===== src/design/mfd_pkg.sv =====
`timescale 1ns / 1ps

package mfd_pkg;

  // Section codes, also reported as the byte kind
  localparam logic [2:0] PH_HEADER  = 3'd0;
  localparam logic [2:0] PH_TOPIC   = 3'd1;
  localparam logic [2:0] PH_PAYLOAD = 3'd2;
  localparam logic [2:0] PH_SIG     = 3'd3;
  localparam logic [2:0] PH_KEY     = 3'd4;

  localparam logic [31:0] HDR_BYTES = 32'd16;
  localparam logic [31:0] KEY_BYTES = 32'd4;

  // Config register indexes
  localparam logic [1:0] REG_VERSION   = 2'd0;
  localparam logic [1:0] REG_SIGNED_PUB = 2'd1;
  localparam logic [1:0] REG_SIGNED_MSG = 2'd2;

  // Output bus layout
  localparam int TDATA_W = 168;
  localparam int TUSER_W = 5;
  localparam int OFS_SIGNED  = 8;
  localparam int OFS_CMD     = 9;
  localparam int OFS_SEQ     = 17;
  localparam int OFS_TOPIC   = 81;
  localparam int OFS_PAYLOAD = 97;
  localparam int OFS_KEY     = 129;
  localparam int OFS_END     = 161;
  localparam int UOFS_HDR    = 3;
  localparam int UOFS_VERR   = 4;

  typedef struct packed {
    logic [7:0] expected_version;
    logic [7:0] signed_publish_code;
    logic [7:0] signed_message_code;
  } mfd_cfg_t;

  typedef struct packed {
    logic [2:0]  byte_kind;
    logic [7:0]  byte_value;
    logic        header_done;
    logic        frame_done;
    logic        signed_frame;
    logic [7:0]  command_code;
    logic [63:0] sequence_number;
    logic [15:0] topic_length;
    logic [31:0] payload_length;
    logic [31:0] key_identifier;
    logic        version_error;
  } mfd_result_t;

endpackage


===== src/design/mfd_in_stage.sv =====
`timescale 1ns / 1ps

// Input register: holds one byte until the core consumes it.
module mfd_in_stage import mfd_pkg::*; (
  input  logic       clk,
  input  logic       rst,
  input  logic       s_valid,
  output logic       s_ready,
  input  logic [7:0] s_byte,
  input  logic       advance,
  output logic       held_valid,
  output logic [7:0] held_byte
);

  // Free when empty or when the held byte moves on this cycle; closed in reset
  assign s_ready = !rst && (!held_valid || advance);

  always_ff @(posedge clk) begin
    if (rst) begin
      held_valid <= 1'b0;
    end else if (s_ready) begin
      held_valid <= s_valid;
    end
  end

  always_ff @(posedge clk) begin
    if (s_ready && s_valid) begin
      held_byte <= s_byte;
    end
  end

endmodule


===== src/design/mfd_core.sv =====
`timescale 1ns / 1ps

// Frame parser: section tracking and header/key assembly, one byte a cycle while advance is high.
module mfd_core import mfd_pkg::*; #(
  parameter int SIG_BYTES = 64
) (
  input  logic        clk,
  input  logic        rst,
  input  mfd_cfg_t    cfg,
  input  logic        advance,
  input  logic [7:0]  in_byte,
  output mfd_result_t result
);

  localparam logic [31:0] SIG_LEN = 32'(SIG_BYTES);

  logic [2:0]  phase, phase_next;
  logic [31:0] byte_count, byte_count_next;
  logic [7:0]  cur_command, cur_command_next;
  logic [63:0] cur_sequence, cur_sequence_next;
  logic [15:0] cur_topic_len, cur_topic_len_next;
  logic [31:0] cur_payload_len, cur_payload_len_next;
  logic [31:0] cur_key_id, cur_key_id_next;
  logic        cur_signed, cur_signed_next;

  logic [2:0]  phase_eff;
  logic [2:0]  section_nxt;
  logic [31:0] sec_len;
  logic [32:0] count_inc;
  logic        sec_end;
  logic        verr;
  logic        hdr_done;
  logic        frm_done;

  assign count_inc = {1'b0, byte_count} + 33'd1;

  always_comb begin
    phase_eff            = (phase > PH_KEY) ? PH_HEADER : phase;
    cur_command_next     = cur_command;
    cur_sequence_next    = cur_sequence;
    cur_topic_len_next   = cur_topic_len;
    cur_payload_len_next = cur_payload_len;
    cur_key_id_next      = cur_key_id;
    cur_signed_next      = cur_signed;
    verr                 = 1'b0;
    hdr_done             = 1'b0;
    sec_len              = '0;

    unique case (phase_eff)
      PH_TOPIC:   sec_len = {16'd0, cur_topic_len};
      PH_PAYLOAD: sec_len = cur_payload_len;
      PH_SIG:     sec_len = SIG_LEN;
      PH_KEY: begin
        sec_len         = KEY_BYTES;
        cur_key_id_next = {cur_key_id[23:0], in_byte};
      end
      default: begin
        // Header: field chosen by byte position
        if (byte_count == 32'd0) begin
          cur_command_next     = '0;
          cur_sequence_next    = '0;
          cur_topic_len_next   = '0;
          cur_payload_len_next = '0;
          cur_key_id_next      = '0;
          cur_signed_next      = 1'b0;
          verr = (in_byte != cfg.expected_version);
        end else if (byte_count == 32'd1) begin
          cur_command_next = in_byte;
          cur_signed_next  = (in_byte == cfg.signed_publish_code) ||
                             (in_byte == cfg.signed_message_code);
        end else if (byte_count < 32'd10) begin
          cur_sequence_next = {cur_sequence[55:0], in_byte};
        end else if (byte_count < 32'd12) begin
          cur_topic_len_next = {cur_topic_len[7:0], in_byte};
        end else begin
          cur_payload_len_next = {cur_payload_len[23:0], in_byte};
        end
        sec_len  = HDR_BYTES;
        hdr_done = !verr && (count_inc >= {1'b0, HDR_BYTES});
      end
    endcase

    sec_end = (sec_len == 32'd0) || (count_inc >= {1'b0, sec_len});

    // First non-empty section after this one; header means frame over
    if (phase_eff < PH_TOPIC && cur_topic_len_next != 16'd0) begin
      section_nxt = PH_TOPIC;
    end else if (phase_eff < PH_PAYLOAD && cur_payload_len_next != 32'd0) begin
      section_nxt = PH_PAYLOAD;
    end else if (phase_eff < PH_SIG && cur_signed_next) begin
      section_nxt = PH_SIG;
    end else if (phase_eff == PH_SIG) begin
      section_nxt = PH_KEY;
    end else begin
      section_nxt = PH_HEADER;
    end

    frm_done = 1'b0;
    if (verr) begin
      phase_next      = PH_HEADER;
      byte_count_next = '0;
    end else if (sec_end) begin
      phase_next      = section_nxt;
      byte_count_next = '0;
      frm_done        = (section_nxt == PH_HEADER);
    end else begin
      phase_next      = phase_eff;
      byte_count_next = count_inc[31:0];
    end
  end

  // Parser state
  always_ff @(posedge clk) begin
    if (rst) begin
      phase           <= PH_HEADER;
      byte_count      <= '0;
      cur_command     <= '0;
      cur_sequence    <= '0;
      cur_topic_len   <= '0;
      cur_payload_len <= '0;
      cur_key_id      <= '0;
      cur_signed      <= 1'b0;
    end else if (advance) begin
      phase           <= phase_next;
      byte_count      <= byte_count_next;
      cur_command     <= cur_command_next;
      cur_sequence    <= cur_sequence_next;
      cur_topic_len   <= cur_topic_len_next;
      cur_payload_len <= cur_payload_len_next;
      cur_key_id      <= cur_key_id_next;
      cur_signed      <= cur_signed_next;
    end
  end

  // Result for the byte being consumed
  always_comb begin
    result.byte_kind       = phase_eff;
    result.byte_value      = in_byte;
    result.header_done     = hdr_done;
    result.frame_done      = frm_done;
    result.signed_frame    = cur_signed_next;
    result.command_code    = cur_command_next;
    result.sequence_number = cur_sequence_next;
    result.topic_length    = cur_topic_len_next;
    result.payload_length  = cur_payload_len_next;
    result.key_identifier  = cur_key_id_next;
    result.version_error   = verr;
  end

endmodule


===== src/design/mfd_out_stage.sv =====
`timescale 1ns / 1ps

// Result register and stream packing.
module mfd_out_stage import mfd_pkg::*; (
  input  logic                 clk,
  input  logic                 rst,
  input  logic                 load,
  input  mfd_result_t          result,
  output logic                 free,
  output logic                 m_valid,
  input  logic                 m_ready,
  output logic [TDATA_W-1:0]   m_data,
  output logic [TUSER_W-1:0]   m_user,
  output logic                 m_last
);

  mfd_result_t held;

  assign free = !m_valid || m_ready;

  always_ff @(posedge clk) begin
    if (rst) begin
      m_valid <= 1'b0;
    end else if (free) begin
      m_valid <= load;
    end
  end

  always_ff @(posedge clk) begin
    if (load) begin
      held <= result;
    end
  end

  // Pack fields, lowest first
  always_comb begin
    m_data                              = '0;
    m_data[OFS_SIGNED-1:0]              = held.byte_value;
    m_data[OFS_SIGNED]                  = held.signed_frame;
    m_data[OFS_SEQ-1:OFS_CMD]           = held.command_code;
    m_data[OFS_TOPIC-1:OFS_SEQ]         = held.sequence_number;
    m_data[OFS_PAYLOAD-1:OFS_TOPIC]     = held.topic_length;
    m_data[OFS_KEY-1:OFS_PAYLOAD]       = held.payload_length;
    m_data[OFS_END-1:OFS_KEY]           = held.key_identifier;
    m_user[UOFS_HDR-1:0]                = held.byte_kind;
    m_user[UOFS_HDR]                    = held.header_done;
    m_user[UOFS_VERR]                   = held.version_error;
    m_last                              = held.frame_done;
  end

endmodule


===== src/design/message_frame_deframer.sv =====
`timescale 1ns / 1ps
// Byte-serial frame deframer: one result per input byte.
// Path: an accepted byte is held in the input register, then its result in the result register.
// Throughput: one byte per cycle while the result stream is not stalled; the parser state updates in a single pass.
// Reset (rst, synchronous, active high): parser waits for a header start,
// frame fields clear, config returns to version 1 and both signed codes 0.
module message_frame_deframer import mfd_pkg::*; #(
  parameter int SIG_BYTES = 64
) (
  input  logic                clk,
  input  logic                rst,
  input  logic                s_axis_tvalid,
  output logic                s_axis_tready,
  input  logic [7:0]          s_axis_tdata,   // [7:0] data_byte
  output logic                m_axis_tvalid,
  input  logic                m_axis_tready,
  // [7:0] byte_value, [8] signed_frame, [16:9] command_code,
  // [80:17] sequence_number, [96:81] topic_length, [128:97] payload_length,
  // [160:129] key_identifier, [167:161] zero
  output logic [TDATA_W-1:0]  m_axis_tdata,
  // [2:0] byte_kind, [3] header_done, [4] version_error
  output logic [TUSER_W-1:0]  m_axis_tuser,
  output logic                m_axis_tlast,   // frame_done
  input  logic                cfg_valid,
  output logic                cfg_ready,
  input  logic [1:0]          cfg_index,
  input  logic [7:0]          cfg_data
);

  mfd_cfg_t    cfg;
  mfd_result_t result;
  logic        held_valid;
  logic [7:0]  held_byte;
  logic        out_free;
  logic        advance;

  // Config registers
  assign cfg_ready = !rst;

  always_ff @(posedge clk) begin
    if (rst) begin
      cfg.expected_version    <= 8'd1;
      cfg.signed_publish_code <= 8'd0;
      cfg.signed_message_code <= 8'd0;
    end else if (cfg_valid) begin
      unique case (cfg_index)
        REG_VERSION:    cfg.expected_version    <= cfg_data;
        REG_SIGNED_PUB: cfg.signed_publish_code <= cfg_data;
        REG_SIGNED_MSG: cfg.signed_message_code <= cfg_data;
        default: ;
      endcase
    end
  end

  assign advance = held_valid && out_free;

  mfd_in_stage u_in (
    .clk        (clk),
    .rst        (rst),
    .s_valid    (s_axis_tvalid),
    .s_ready    (s_axis_tready),
    .s_byte     (s_axis_tdata),
    .advance    (advance),
    .held_valid (held_valid),
    .held_byte  (held_byte)
  );

  mfd_core #(
    .SIG_BYTES (SIG_BYTES)
  ) u_core (
    .clk     (clk),
    .rst     (rst),
    .cfg     (cfg),
    .advance (advance),
    .in_byte (held_byte),
    .result  (result)
  );

  mfd_out_stage u_out (
    .clk     (clk),
    .rst     (rst),
    .load    (advance),
    .result  (result),
    .free    (out_free),
    .m_valid (m_axis_tvalid),
    .m_ready (m_axis_tready),
    .m_data  (m_axis_tdata),
    .m_user  (m_axis_tuser),
    .m_last  (m_axis_tlast)
  );

endmodule


===== config.mk =====
export PLATFORM = sky130hd
export DESIGN_NAME = message_frame_deframer
export DESIGN_NICKNAME = d
export VERILOG_FILES = /design/src/design/mfd_pkg.sv /design/src/design/mfd_in_stage.sv /design/src/design/mfd_core.sv /design/src/design/mfd_out_stage.sv /design/src/design/message_frame_deframer.sv
export SDC_FILE = /design/constraint.sdc
export NUM_CORES = 1
export LEC_CHECK = 0
export ABC_CLOCK_PERIOD_IN_PS = 19000
export BUFFER_PORTS_ARGS = -buffer_cell sky130_fd_sc_hd__buf_4
export CAP_MARGIN = 30
export CELL_PAD_IN_SITES_DETAIL_PLACEMENT = 1
export CELL_PAD_IN_SITES_GLOBAL_PLACEMENT = 2
export CORE_ASPECT_RATIO = 1.1
export CORE_UTILIZATION = 41
export DETAILED_ROUTE_END_ITERATION = 8
export PLACE_DENSITY_LB_ADDON = 0.25
export SYNTH_ARGS = -nofsm -noshare
export SYNTH_HDL_FRONTEND = slang
export SYNTH_SLANG_ARGS = --single-unit

===== constraint.sdc =====
create_clock -name clk -period 19 [get_ports clk]
set_input_delay 1.9 -clock clk [delete_from_list [all_inputs] [get_ports clk]]
set_output_delay 1.9 -clock clk [all_outputs]
set_load 0.02 [all_outputs]

# [Yosys cells after proc, flatten, opt, wreduce, memory -nomap -nowiden]
# Cells that the tools add are included.
[op_classes] addsub=1 multipliers=0 n_div=0 order_cmp=8 n_eq_ne=10 shifts=0 n_mux=35 bitwise_logic=1 n_reduce_logical=27
[ops] operator="$mux 32" count=8
[ops] operator="$mux 64" count=4
[ops] operator="$pmux 32 s4" count=1
[ops] operator="$mux 16" count=5
[ops] operator="$logic_not 32->1" count=2
[ops] operator="$lt 32x4->1 const B" count=2
[ops] operator="$pmux 32 s2" count=1
[ops] operator="$add 32x1->33 const B" count=1
[ops] operator="$ge 33x32->1" count=1
[ops] operator="$ge 33x5->1 const B" count=1
[ops] operator="$eq 32x1->1 const B" count=1
[ops] operator="$reduce_bool 32->1" count=1
[ops] operator="$mux 8" count=3
[ops] operator="$mux 3" count=7
[ops] operator="$eq 8x8->1" count=2
[ops] operator="$reduce_bool 16->1" count=1
[ops] operator="$ne 8x8->1" count=1
[ops] operator="$logic_and 1x1->1" count=7
[ops] operator="$eq 3x2->1 const B" count=2
[ops] operator="$lt 3x2->1 const B" count=2
[ops] operator="$mux 1" count=6
[ops] operator="$reduce_and 2->1" count=3
[ops] operator="$logic_not 1->1" count=4
[ops] operator="$logic_or 1x1->1" count=4
[ops] operator="other kinds (12)" count=12
[word_totals] register_bits=389 latch_bits=0 ram_bits=0 mem_bits_ro=0 inputBits=23 out_inout_bits=177 word_cells=107 memories=0

# [Longest topological paths before layout]
[logic_depth] word_depth=12 depth_mapped=17 mapped_depth_nobuf=15

# [Cells and area by module]
# Synthesis repeated with hierarchy kept, for this count alone.
[hier_totals] cells_unflattened=1634 hier_area_um2=17907.2
[by_module_without_submodules] mod="mfd_core" instances=1 cells_each=1348 area_each_um2=11478.5 seq_area_each_um2=3763.6
[by_module_without_submodules] mod="mfd_out_stage" instances=1 cells_each=179 area_each_um2=5117.4 seq_area_each_um2=5034.8
[by_module_without_submodules] mod="message_frame_deframer" instances=1 cells_each=94 area_each_um2=1011.0 seq_area_each_um2=480.5
[by_module_without_submodules] mod="mfd_in_stage" instances=1 cells_each=13 area_each_um2=300.3 seq_area_each_um2=260.2

# [Least setup slack after synthesis]
# Ideal clock, no wire load.
[synth_path] kind="input to register" from="in m_axis_tready" to="reg u_out.held (netlist bit u_out.m_data[0]) (enable)" setup_ns=0.597 arrival_ns=6.956 required_ns=18.403 path_slack_ns=11.447 cell_stages=4 n_path_buf=1 cell_sequence="nor2b_1 > nand2b_1 > clkinv_1 > clkbuf_1"
[synth_between] elab_chain_len=2
[synth_lines] element="from (decl)" line_no="message_frame_deframer.sv:16" rtl="input logic m_axis_tready,"
[synth_lines] element="$logic_or 1x1->1" line_no="mfd_out_stage.sv:19" rtl="assign free = !m_valid || m_ready;"
[synth_lines] element="$logic_and 1x1->1" line_no="message_frame_deframer.sv:55" rtl="assign advance = held_valid && out_free;"
[synth_lines] element="named net advance" line_no="message_frame_deframer.sv:35" rtl="logic advance;"
[synth_lines] element="to (signal assigned)" line_no="mfd_out_stage.sv:31" rtl="held <= result;"
[synth_lines] element="to (decl)" line_no="mfd_out_stage.sv:17" rtl="mfd_result_t held;"
# The timed path passes the listed nets, and every way through them passes these cells.
# A chain may end at the register's enable or synchronous reset.

# [Final worst setup path]
[layout_path] from="in rst" to="out cfg_ready"
[layout_between] elab_chain_len=1
[layout_lines] element="from (decl)" line_no="message_frame_deframer.sv:11" rtl="input logic rst,"
[layout_lines] element="$logic_not 1->1" line_no="message_frame_deframer.sv:38" rtl="assign cfg_ready = !rst;"
[layout_lines] element="to (decl)" line_no="message_frame_deframer.sv:25" rtl="output logic cfg_ready,"
# Every way passes these cells.

==> impl_metrics.yaml <==
setup_path:
  worstRegToRegCells: 15
  slowest_delay_ps: 580
  worst-setup-path-type: "in -> out"
  critical_path.endpoint_type: "output pin"
  crit_buf_inv: 3
  cp_max_fo: 64
  rrSetupSlack_ps: 14040
  crit_chain: "clkbuf_8 > clkinv_1 > buf_4"
  critPathTopFamily: "buffers and inverters"
  arrival_ps: 3250
  worstReg2RegEnd: "u_core.byte_count[17]"
  regToRegStartpoint: "u_core.byte_count[2]"
  cp-start-kind: "input pin"
  required_ps: 17100
  cp.depth: 3
  slowest_stage: "clkinv_1"
detailed_routing:
  first_iter_violations: 808
  drtPass1Iterations: 5
  remaining_drc_errors: 0
  wl_per_cell_um: 20.8
  vias_per_cell: 5.52
  num_vias: 13900
  drt.antenna.violating_nets: 0
  finalWirelength_um: 52500
synthesis:
  yosysTopAreaCellShare_pct: 28.9
  yosysWarningCount: 0
  yosysMostFrequentCell: "nand2_1"
  synth_edf_count: 175
  syn_area_per_cell_um2: 10.1
  synth_top_area_cell: "edfxtp_1"
  synth_cell_types: 73
  ys.flop_type: "dfxtp_1"
  synthTopCellsByArea: "edfxtp_1 (29%), dfxtp_1 (24%), mux2i_1 (7.4%)"
  synthTopCellsByCount: "nand2_1 (351), dfxtp_1 (214), edfxtp_1 (175)"
  synthArstFlopShare_pct: 0
  synth_area_um2: 18200
  ys_seq_elements: 389
  ys_seq_area_share_pct: 52.5
  synth_cells: 1790
sta:
  slew_viol_final: 0
  slew_headroom_pct: 32.2
  holdWs_ps: 458
  post-route-period-util_pct: 27.1
  setup_ws_ps: 13850
  fmax_mhz: 194
  setup_viol: 0
  rsz0062_at_grt: "false"
  hold_viol: 0
  clock_skew_ps: 13.9
  tightest_slew_ps: 1010
  timing.setup.tns_ps: 0
  post-route-min-period_ps: 5150
power_and_ir_drop:
  combPwrFrac_pct: 6.3
  p_int_mw: 1.39
  sw_frac_of_total_pct: 23.2
  peakVddDrop_uv: 46.2
  total_power_mw: 1.81
  power.net_switching_mw: 0.421
  pwr-share-seq_pct: 49.7
  powerDensity_nw_per_um2: 85.3
  p_clk_share_pct: 44.0
  p_leak_nw: 7.67
global_routing:
  antenna_found_initial: 0
  grt_pass1_vias: 14100
  grt_remaining_overflow: 0
  grt_max_degree: 189
  track_usage_pct: 22.9
  grt_pass1_wl_um: 81400
cells_and_area:
  stdcell_count: 2524
  drive_above_1_share_pct: 21.2
  syn2layout_area_growth_pct: 17.0
  fin_nets: 1976
  n_fill_cell: 4810
  antenna_cells: 0
die:
  core-area_um2: 43500
  ios: 200
  die_y_um: 223
  fp-row-count: 80
  die_area_um2: 45100
  initial_core_util_pct: 41.7
  die_w_um: 203
placement:
  io_buffers: 192
  dp.cells: 2446
  hpwl_um: 34900
  pre_cts_ws_ps: 13820
  place_congestion: 0.845
clock_tree:
  post_cts_buffers: 0
  clockRootBuffer: "clkbuf_16"
  cts_tree: "done"
  clkTransAtPathRegs_ps: 60
  ctsResizeCount: 0
  cts_buffers: 42
  htreeDepth: 2
  cts.sinks: 389
  cts_hold_buffers: 0
  clock_latency_ps: 540
  clock_path_buffers: 3
job:
  drv_cap: 0
worst_hold_path:
  holdPathEnd: "u_core.cur_sequence[59]"
  hold_path_class: "reg -> reg"
  min_from: "u_core.cur_sequence[59]"
  whs_path_depth: 2
run_status:
  status: "completed"
==> sequential cells by signal, summed over array words and instances (netlist names) <==
| register | cells |
|---|---|
| u_in.held_valid | 1 |
| u_out.m_valid | 1 |
| u_core.cur_topic_len | 16 |
| u_core.cur_key_id | 32 |
| u_core.byte_count | 32 |
| u_core.cur_sequence | 64 |
| u_core.cur_signed | 1 |
| u_core.cur_payload_len | 32 |
| u_core.cur_command | 8 |
| u_out.m_data | 161 |
| u_in.held_byte | 8 |
| u_out.m_last | 1 |
| u_out.m_user | 5 |
| cfg | 24 |
| u_core.phase | 3 |
==> worst min-delay path: cells and delay by family (launching register included) <==
family             cells  cell delay, ps
AOI/OAI and AO/OA      1              50
DFF                    1             310
and+or+nand+nor        1              50
==> kinds of logic after synthesis <==
family	count (synthesis)	synth area share [%]
compound gates	319	12.6
xor+xnor	57	2.75
fa+ha+maj	35	2.41
buf+inv	150	4.24
flops	389	52.5
mux	134	7.39
other cells	1	0.0207
simple gates	705	18.0
==> routing by layer <==
layer	track usage [%]	vias to the layer above	share of wire [%]
met5	0	-	0
met2	39.9	257	51
met4	6.21	0	2.2
met1	29.8	7011	44
met3	2.83	66	3.4
li1	-	6608	-
==> power groups by stage <==
stage | logic (mW) | registers (mW) | clock network (mW)
after global placement | 0.113 | 0.918 | 0
after CTS | 0.115 | 0.900 | 0.813
after floorplan | 0.0549 | 0.935 | 0
after global routing | 0.122 | 0.901 | 0.848
final | 0.115 | 0.900 | 0.797
after detailed placement | 0.115 | 0.918 | 0
==> stage by stage <==
stage               util [%]  cell area [um^2]
global route            48.8             21200
CTS                     48.7             21200
global placement        45.6             19800
detailed placement      45.6             19900
finish                  48.8             21200
floorplan                  -             18200
==> cell type report <==
class | count | area (um^2) | area share (%)
Sequential cell | 389 | 9540 | 44.9
Multi-Input combinational cell | 1257 | 7910 | 37.2
Timing Repair Buffer | 218 | 1720 | 8.08
Clock buffer | 58 | 1150 | 5.43
Tap cell | 574 | 718 | 3.38
Clock inverter | 18 | 165 | 0.778
Inverter | 10 | 45.0 | 0.212
==> how the worst max path moves through the flow <==
stage / start / end
after CTS: rst / cfg_ready
after detailed placement: rst / cfg_ready
after floorplan: m_axis_tready / u_out.m_data[0]
after global routing: u_core.byte_count[2] / u_core.byte_count[11]
final: rst / cfg_ready
after global placement: rst / cfg_ready
==> cell usage in the layout (no fill, tap or decap), types with 7 or more instances in the layout <==
master	Yosys	final
clkbuf_1	73	13
conb_1	1	7
nor2_2	60	60
buf_4	10	213
edfxtp_1	175	175
mux2i_1	134	134
nand4_1	28	28
dfxtp_1	214	214
clkbuf_16	0	43
a32oi_1	25	25
nor4_1	20	18
ha_1	35	35
a21oi_1	105	105
a22oi_1	11	11
nand3_1	22	22
nor2_1	133	131
a22o_1	55	55
o21ai_0	19	19
xnor2_1	43	43
nand2_1	351	351
nor3_1	20	20
clkinv_2	0	8
nor2b_1	9	9
xor2_1	14	14
clkinv_1	4	8
a21oi_2	60	60
Power figures use the tool's default switching activity.
